### src/rtl/slir_pkg.sv
// ----------------------------------------------------------------------------
// Sequential list insert/remove - package
// Opcodes, status codes, operation kinds and controller/datapath links.
// ----------------------------------------------------------------------------
package slir_pkg;

    localparam logic [2:0] OP_INS_HEAD = 3'd0;
    localparam logic [2:0] OP_INS_POS  = 3'd1;
    localparam logic [2:0] OP_INS_TAIL = 3'd2;
    localparam logic [2:0] OP_REM_HEAD = 3'd3;
    localparam logic [2:0] OP_REM_POS  = 3'd4;
    localparam logic [2:0] OP_REM_TAIL = 3'd5;
    localparam logic [2:0] OP_READ     = 3'd6;

    localparam logic [1:0] ST_OK    = 2'd0;
    localparam logic [1:0] ST_FULL  = 2'd1;
    localparam logic [1:0] ST_EMPTY = 2'd2;
    localparam logic [1:0] ST_RANGE = 2'd3;

    localparam logic [1:0] KIND_NONE   = 2'd0;
    localparam logic [1:0] KIND_INSERT = 2'd1;
    localparam logic [1:0] KIND_REMOVE = 2'd2;
    localparam logic [1:0] KIND_READ   = 2'd3;

    typedef struct packed {
        logic load;
        logic step;
        logic place;
        logic finish;
    } cmd_t;

    typedef struct packed {
        logic work;
        logic is_insert;
        logic seq_idle;
        logic out_free;
    } stat_t;

endpackage

### src/rtl/slir_ctrl.sv
// ----------------------------------------------------------------------------
// Sequential list insert/remove - controller
// Sequences accept, check, shift, place and result load for one transaction.
// ----------------------------------------------------------------------------
module slir_ctrl (
    input  logic            clk,
    input  logic            rst_n,
    input  logic            req_valid,
    output logic            req_stall,
    input  slir_pkg::stat_t stat,
    output slir_pkg::cmd_t  cmd
);

    localparam logic [2:0] S_IDLE  = 3'd0;
    localparam logic [2:0] S_CHECK = 3'd1;
    localparam logic [2:0] S_MOVE  = 3'd2;
    localparam logic [2:0] S_PLACE = 3'd3;
    localparam logic [2:0] S_DONE  = 3'd4;

    logic [2:0] state_reg, state_next;

    always_comb
    begin
        state_next = state_reg;
        cmd        = '0;
        req_stall  = 1'b1;
        case (state_reg)
            S_IDLE:
            begin
                req_stall = 1'b0;
                if (req_valid)
                begin
                    cmd.load   = 1'b1;
                    state_next = S_CHECK;
                end
            end
            S_CHECK:
            begin
                state_next = stat.work ? S_MOVE : S_DONE;
            end
            S_MOVE:
            begin
                cmd.step = 1'b1;
                if (stat.seq_idle)
                begin
                    state_next = stat.is_insert ? S_PLACE : S_DONE;
                end
            end
            S_PLACE:
            begin
                cmd.place  = 1'b1;
                state_next = S_DONE;
            end
            S_DONE:
            begin
                if (stat.out_free)
                begin
                    cmd.finish = 1'b1;
                    state_next = S_IDLE;
                end
            end
            default:
            begin
                state_next = S_IDLE;
            end
        endcase
    end

    always_ff @(posedge clk or negedge rst_n)
    begin
        if (!rst_n)
        begin
            state_reg <= S_IDLE;
        end
        else
        begin
            state_reg <= state_next;
        end
    end

endmodule

### config.mk
export PLATFORM = sky130hd
export DESIGN_NAME = slir_ctrl
export DESIGN_NICKNAME = d
export VERILOG_FILES = /design/src/rtl/slir_pkg.sv /design/src/rtl/slir_ctrl.sv
export SDC_FILE = /design/constraint.sdc
export NUM_CORES = 1
export LEC_CHECK = 0
export ABC_AREA = 1
export BUFFER_PORTS_ARGS = -buffer_cell sky130_fd_sc_hd__buf_2
export CAP_MARGIN = 25
export CORE_AREA = 2 2 39 41
export DETAILED_ROUTE_END_ITERATION = 8
export DIE_AREA = 0 0 41 43
export SYNTH_ARGS = -nofsm -noshare
export SYNTH_HDL_FRONTEND = slang
export SYNTH_SLANG_ARGS = --single-unit
### constraint.sdc
create_clock -name clk -period 2.5 [get_ports clk]
set_input_delay 0.5 -clock clk [delete_from_list [all_inputs] [get_ports clk]]
set_output_delay 0.5 -clock clk [all_outputs]
set_load 0.05 [all_outputs]
==> reports/results.ini, run 1 <==
[place]
dpl.hpwl_um=459
placed_cells=64
gp_congestion=0.720
dpl_cell_area_sq_um=332
portBuffers=11
pre_cts_ws_ps=914

[cts]
ctsResizeCount=0
root_buffer=clkbuf_4
cts_buffers=3
cts_tree=built
clk_path_buf_depth=2
ctsHoldBuffers=0
path_clk_slew_ps=40
h-tree-depth=1
cts_setup_buffers=0
cts_sinks=3
clkLatencyLatePin_ps=230

[route]
routed_wl_um=509
vias=269
ant_nets=0
vias_per_cell=3.96
wire_per_inst_um=7.49
drtPass1Iterations=2
drc=0
drt_iter0_drc=1

[power_and_ir_drop]
vdd_drop_max_mv=0.203
powerDensity_nw_per_um2=1200
power_mw=0.431
leakage_nw=0.226

[synthesis]
avgSynthCellArea_sq_um=6.93
ys.flop_type=dfrtp_1
yosysTopAreaCell=dfrtp_1
synth_area_sq_um=256
synth_edf_count=0
synth.top_cells.by_area=dfrtp_1, nand2_1, nand3_2
ys_async_sr_fraction_pct=100
ys_top_cells_by_count=nand2_1, inv_1, nor2_1
ys_ff_latch=3
ys_types=14
ys_warn_count=0
syn_inst=37
yosysMostFrequentCell=nand2_1
synth_nets=44
yosys.area.top_type_share_pct=29.3
ys_seq_area_share_pct=29.3

[sta]
hold_viol=0
tns_ps=0
worst_pin_slew_ps=241
fin_ws_ps=680
setup_viol=0
fin_hold_ws_ps=51.6
min_period_over_period_pct=72.8
skew_ps=1.99
fmax_mhz=549
min_period_ps=1820
relSlewSlack_pct=84.0
grt_setup_unrepaired=no
slew_viol_final=0

[hold_path]
holdCritPathClass=input pin to async pin

[global_routing]
grt-ovfl-total=0
grt_pass1_vias=257
grt_first_pass_wirelength_um=876
antenna_found_initial=0
grt_usage_pct=7.86
grt_max_degree=8

[finish]
fin_nets=60
synthToLayoutAreaGrowth_pct=39.5
diodes=0
finalNonFillerCells=68
utilization_pct=25.9
finish.instance_area_sq_um=358
drive_above_1_share_pct=44.2
largest_register_ff_count=3
fillCellCount=161

[critical_path]
crit_fanout=6
r2r-start=state_reg[2]
cp-end-kind=output pin
start_kind=flop
crit_start=state_reg[2]
critPathArrivalTime_ps=1320
path_class=flop to output pin
critPathRequiredTime_ps=2000

[floorplanning]
fp.dieH_um=43
initial_utilization_pct=18.5
dieArea_sq_um=1760
io_pins=12
core_area_sq_um=1380
rows=14
die_w_um=41

[outcome]
status=completed

[flow_run]
maxCapViolations=0

## path summary, 6_finish.rpt
path / cells past startpoint / endpoint / slack, ps
min in group clk: 3 / state_reg[0] / 570
max in group asynchronous: 1 / state_reg[2] / 2340
worst max-delay path: 4 / cmd[3] / 680
worst min register to register: 2 / state_reg[2] / 680
worst min-delay path: 1 / state_reg[1] / 50
worst max register to register: 5 / state_reg[1] / 1470
## per-layer routing
layer	wire, um	global-route usage [%]	up-vias
met5	0	0	-
met1	204	7.82	113
met2	264	12.2	8
li1	-	-	146
met3	22	1.57	2
met4	17	8.00	0
## critical path: stages (launching register included)
cell and delay (ps):
dfrtp_1 440, nor2_4 180, nand2_1 110, nor2_1 90
buf_2 260
## final cells by class
type	count	area [sq um]	area share, %
multi-input combinational	25	148	41.3
sequential	3	75.1	21.0
timing repair buffer	11	55.1	15.4
inverter	9	33.8	9.44
clock buffer	4	26.3	7.34
tap	16	20.0	5.59
## where the power goes
| part | switching, mW | internal (mW) | leakage [nW] |
|---|---|---|---|
| Combinational | 0.178 | 0.0717 | 0.172 |
| Clock | 0.0260 | 0.0599 | 0.0150 |
| Sequential | 0.0286 | 0.0663 | 0.0390 |
## cells by family (layout without fill, tap and decap cells)
group / count (synthesis) / in the layout / synth area share, %
AOI/OAI and AO/OA: 3 / 3 / 9.75
buffers and inverters: 9 / 24 / 13.2
DFF: 3 / 3 / 29.3
and+or+nand+nor: 22 / 22 / 47.8
## cells in the final DEF (no fill, tap or decap)
master and count:
buf_2 11, nand2_1 9, inv_1 7, nor2_1 5, nand3_2 3, clkbuf_4 3, dfrtp_1 3, inv_2 2
nor3_1 1, nor2_4 1, nand3_1 1, nand3b_2 1, o21bai_2 1, nand3b_1 1, o21ai_2 1, a21oi_1 1
clkbuf_1 1
Note: power is estimated with default switching activity, not from simulation.
==> run 2, diff against run 1 <==
clock period = 1.5 ns   (was 2.5 ns; I/O delays follow)
==> run 2 against run 1 <==
Net effect:
- clock power rose by 72%
- largest cell class unchanged
- routed wire length rose by 18%
- register-to-register slack got worse by 1100 ps
==> reports/results.ini, run 2 (synthesis gave the netlist of run 1 again) <==
[outcome]
status=completed

[sta]
fin_hold_ws_ps=362  ; +311 ps
worst_pin_slew_ps=246  ; +5.12 ps
min_period_over_period_pct=96.7
grt_setup_unrepaired=yes
relSlewSlack_pct=83.7  ; -0.23 points
setup_viol=0  ; unchanged
fmax_mhz=689
hold_viol=0  ; unchanged
min_period_ps=1450
slew_viol_final=0  ; unchanged
fin_ws_ps=49.6  ; -630 ps
skew_ps=4.97  ; +2.97 ps

[cts]
cts_sinks=3  ; unchanged
clkLatencyLatePin_ps=240  ; about the same
h-tree-depth=1  ; unchanged
cts_buffers=3  ; unchanged
path_clk_slew_ps=40  ; about the same
root_buffer=clkbuf_4
cts_tree=built
clk_path_buf_depth=2  ; unchanged

[place]
pre_cts_ws_ps=161  ; -753 ps
dpl.hpwl_um=460  ; +0.15%
portBuffers=11  ; unchanged
dpl_cell_area_sq_um=349  ; +5.3%
gp_congestion=0.711  ; -1.2%

[route]
routed_wl_um=600  ; +18%
ant_nets=0  ; unchanged
vias_per_cell=4.01  ; +1.5%
vias=297  ; +10%
drc=0  ; unchanged
drt_iter0_drc=2  ; +1
wire_per_inst_um=8.11  ; +8.3%
drtPass1Iterations=2  ; unchanged

[power_and_ir_drop]
pwr-share-clk_pct=17.0  ; -2.9 points
sw_frac_of_total_pct=50.3  ; -3.8 points
powerDensity_nw_per_um2=1960  ; +63%
vdd_drop_max_mv=0.494  ; +140%
seq_power_share_pct=19.1  ; -2.9 points
leakage_nw=0.257  ; +14%
switching_power_mw=0.440  ; +89%
power_mw=0.875  ; +100%
combPwrFrac_pct=63.9  ; +5.9 points
p_int_mw=0.435  ; +120%

[global_routing]
grt_usage_pct=8.56  ; +0.70 points
met3_usage_pct=3.14  ; +1.6 points
grt_pass1_vias=286  ; +11%
use_met2_pct=12.8  ; +0.62 points
grt_max_degree=8  ; unchanged
grt_first_pass_wirelength_um=966  ; +10%
top_usage_layer=met2
grt-ovfl-total=0  ; unchanged
antenna_found_initial=0  ; unchanged
grtUsageMet1_pct=7.47  ; -0.35 points

[finish]
final_common_cell=nand2_1
synthToLayoutAreaGrowth_pct=74.1
finish.instance_area_sq_um=447  ; +25%
fillCellCount=157  ; -2.5%
utilization_pct=32.3  ; +6.4 points
fin_nets=66  ; +10%
largest_register_ff_count=3  ; unchanged
final_cell_mix=nand2_1, inv_1, buf_2
drive_above_1_share_pct=62.1  ; +18 points
diodes=0  ; unchanged

[floorplanning]
initial_utilization_pct=18.5  ; unchanged
core_area_sq_um=1380  ; unchanged
die_w_um=41  ; unchanged
fp.dieH_um=43  ; unchanged
rows=14  ; unchanged
dieArea_sq_um=1760  ; unchanged
io_pins=12  ; unchanged

[hold_path]
holdCritPathClass=input pin to flop
hold_depth=4

[critical_path]
critPathArrivalTime_ps=1150  ; -170 ps
r2r_slack_ps=390  ; -1080 ps
cp-end-kind=output pin
r2r_cells=6  ; +1
path_class=flop to output pin
start_kind=flop
crit_fanout=3  ; -3
r2r-end=state_reg[1]
critPathRequiredTime_ps=1200  ; -800 ps
crit_start=state_reg[0]
endpoint=cmd[3]
r2r-start=state_reg[0]

[flow_run]
maxCapViolations=0  ; unchanged

[run 2: layout make-up]
type	count	area [sq um]	area share [%]
repair buffers	17	120	26.9
clock buffers	4	26.3	5.88
flip-flops and latches	3	78.8	17.6
inverters	9	33.8	7.56
multi-input cells	25	168	37.5
well taps	16	20.0	4.48
[run 2: per-layer routing]
metal / share of wire [%] / wire length, um
met5: 0 / 0
met4: 3.5 / 21
met3: 7.2 / 43
met2: 49 / 294
met1: 40 / 241
[run 2: how the worst min path moves through the flow]
stage	start	endpoint	slack, ps
after floorplan	rst_n	state_reg[0]	4
after global placement	rst_n	state_reg[0]	100
after detailed placement	rst_n	state_reg[0]	100
after CTS	stat[0]	state_reg[2]	360
after global routing	stat[0]	state_reg[2]	380
final	stat[0]	state_reg[2]	360
[run 2: power groups by stage]
stage / logic (mW) / registers, mW / clock network, mW
floorplan: 0.356 / 0.154 / 0
global placement: 0.468 / 0.161 / 0
detailed placement: 0.460 / 0.161 / 0
CTS: 0.492 / 0.166 / 0.155
global route: 0.609 / 0.173 / 0.163
finish: 0.559 / 0.168 / 0.148
[run 2: critical path: stages, from the launching register on]
cell,delay (ps)
dfrtp_2,440
nor2_4,140
nand2_2,80
nor2_2,100
buf_6,160
[run 2: timing repair]
action | in CTS | in global routing
resized for setup | 7 | 5
endpoints found under the hold margin | 3 | 0
buffers inserted | 0 | 4
setup endpoints to repair | 4 | 4
hold buffers | 1 | 0
pin swaps | 0 | 0
[run 2: per-stage QoR]
step,setup TNS [ps],instances
2_1_floorplan,-289,37
3_3_place_gp,0,65
3_5_place_dp,0,65
4_1_cts,0,70
5_1_grt,-8.15,74
6_report,0,74
==> run 3, diff against run 2 <==
CTS_BUF_LIST = sky130_fd_sc_hd__clkbuf_16   (was not set)
==> run 3 against run 2 <==
Net effect:
- global-route usage grew 0.30 points
- count of clock-buffer cells in the layout shrank 1
- clock power grew to 2.9 times the previous value
- critical endpoint is now cmd[0]
==> reports/results.ini, run 3 (synthesis gave the netlist of run 1 again) <==
[place]
portBuffers=11  ; unchanged
gp_congestion=0.711  ; unchanged
dpl.hpwl_um=460  ; unchanged
dpl_cell_area_sq_um=349  ; unchanged

[sta]
worst_pin_slew_ps=259  ; +13.4 ps
min_period_ps=1450  ; -2.71 ps
relSlewSlack_pct=82.9  ; -0.89 points
hold_viol=0  ; unchanged
fmax_mhz=691  ; +0.19%
skew_ps=3.22  ; -1.74 ps
setup_viol=0  ; unchanged
min_period_over_period_pct=96.5  ; -0.18 points
fin_hold_ws_ps=378  ; +15.7 ps
slew_viol_final=0  ; unchanged
grt_setup_unrepaired=yes

[finish]
finish.instance_area_sq_um=459  ; +2.8%
fillCellCount=156  ; -0.64%
final_cell_mix=buf_2, nand2_1, inv_1
fin_nets=62  ; -6.1%
diodes=0  ; unchanged
largest_register_ff_count=3  ; unchanged
utilization_pct=33.2  ; +0.90 points
synthToLayoutAreaGrowth_pct=79.0
final_common_cell=buf_2
drive_above_1_share_pct=59.3  ; -2.8 points

[critical_path]
r2r-end=state_reg[1]
cp-end-kind=output pin
start_kind=flop
critPathArrivalTime_ps=1150  ; about the same
r2r-start=state_reg[0]
critPathRequiredTime_ps=1200  ; about the same
r2r_slack_ps=390  ; about the same
crit_fanout=7  ; +4
r2r_cells=6  ; unchanged
path_class=flop to output pin

[route]
drc=0  ; unchanged
ant_nets=0  ; unchanged
vias=285  ; -4.0%
drtPass1Iterations=1  ; -1
vias_per_cell=4.07  ; +1.4%
drt_iter0_drc=0  ; -2
routed_wl_um=604  ; +0.67%
wire_per_inst_um=8.63  ; +6.4%

[cts]
cts_sinks=3  ; unchanged
clk_path_buf_depth=2  ; unchanged
cts_tree=built
cts_buffers=3  ; unchanged
root_buffer=clkbuf_16
h-tree-depth=1  ; unchanged
clkLatencyLatePin_ps=230  ; about the same
path_clk_slew_ps=30  ; about the same

[floorplanning]
dieArea_sq_um=1760  ; unchanged
io_pins=12  ; unchanged
rows=14  ; unchanged
die_w_um=41  ; unchanged
core_area_sq_um=1380  ; unchanged
fp.dieH_um=43  ; unchanged
initial_utilization_pct=18.5  ; unchanged

[hold_path]
holdCritPathClass=input pin to flop
hold_start=stat[0]
hold_depth=4  ; unchanged
min_to=state_reg[2]

[power_and_ir_drop]
powerDensity_nw_per_um2=2350  ; +20%
vdd_drop_max_mv=0.488  ; -1.2%
leakage_nw=0.261  ; +1.7%

[global_routing]
grt_pass1_vias=281  ; -1.7%
grt_max_degree=8  ; unchanged
antenna_found_initial=0  ; unchanged
grt-ovfl-total=0  ; unchanged
grt_first_pass_wirelength_um=993  ; +2.8%
grt_usage_pct=8.86  ; +0.30 points

[outcome]
status=completed

[flow_run]
maxCapViolations=0  ; unchanged

==> run 3: final cells by class <==
class                           instances  area (sq um)  area share [%]
Clock buffer                            3          75.1            16.3
Clock inverter                          1          3.75           0.817
Inverter                                9          33.8            7.36
Multi-Input combinational cell         25           163            35.4
Sequential cell                         3          78.8            17.2
Tap cell                               16          20.0            4.36
Timing Repair Buffer                   13          85.1            18.5
==> run 3: worst max path at each step <==
| stage | from | slack (ps) | to |
|---|---|---|---|
| floorplan | state_reg[2] | -290 | cmd[3] |
| global route | state_reg[1] | -20 | cmd[0] |
| global placement | state_reg[1] | 150 | cmd[0] |
| CTS | state_reg[1] | 20 | cmd[3] |
| detailed placement | state_reg[1] | 160 | cmd[0] |
| finish | state_reg[1] | 50 | cmd[0] |
==> run 3: worst max-delay path, cell delays in order, from the launching register on <==
cell and delay (ps):
dfrtp_2 450, nor2_2 130, nand2_1 80, nor2_2 90, buf_6 160
==> run 3: routing by layer <==
layer / GRT usage (%) / up-vias / part of all wire, %
met5: 0 / - / 0
met4: 10.0 / 0 / 2.3
met3: 3.14 / 2 / 7.8
met2: 13.1 / 11 / 51
met1: 8.12 / 125 / 39
li1: - / 147 / -
==> run 3: stage by stage <==
| step | cells | setup slack (ps) | power [mW] | setup TNS (ps) |
|---|---|---|---|---|
| 3_5_place_dp | 65 | 161 | 0.620 | 0 |
| 2_1_floorplan | 37 | -289 | 0.510 | -289 |
| 6_report | 70 | 52.3 | 1.08 | 0 |
| 3_3_place_gp | 65 | 150 | 0.629 | 0 |
| 4_1_cts | 70 | 18.3 | 1.07 | 0 |
| 5_1_grt | 70 | -22.2 | 1.15 | -22.2 |
==> run 3: repair_timing <==
action | CTS | global route
cloned | 0 | 0
hold buffers | 1 | 0
buffers inserted | 0 | 0
resized for setup | 4 | 5
setup endpoints to repair | 3 | 3
hold endpoints to repair | 3 | 0
==> run 3: power by group <==
part | internal, mW | leakage [nW] | switching (mW)
combinational | 0.165 | 0.184 | 0.323
sequential | 0.116 | 0.0349 | 0.0517
clock | 0.344 | 0.0423 | 0.0777
total | 0.626 | 0.261 | 0.453
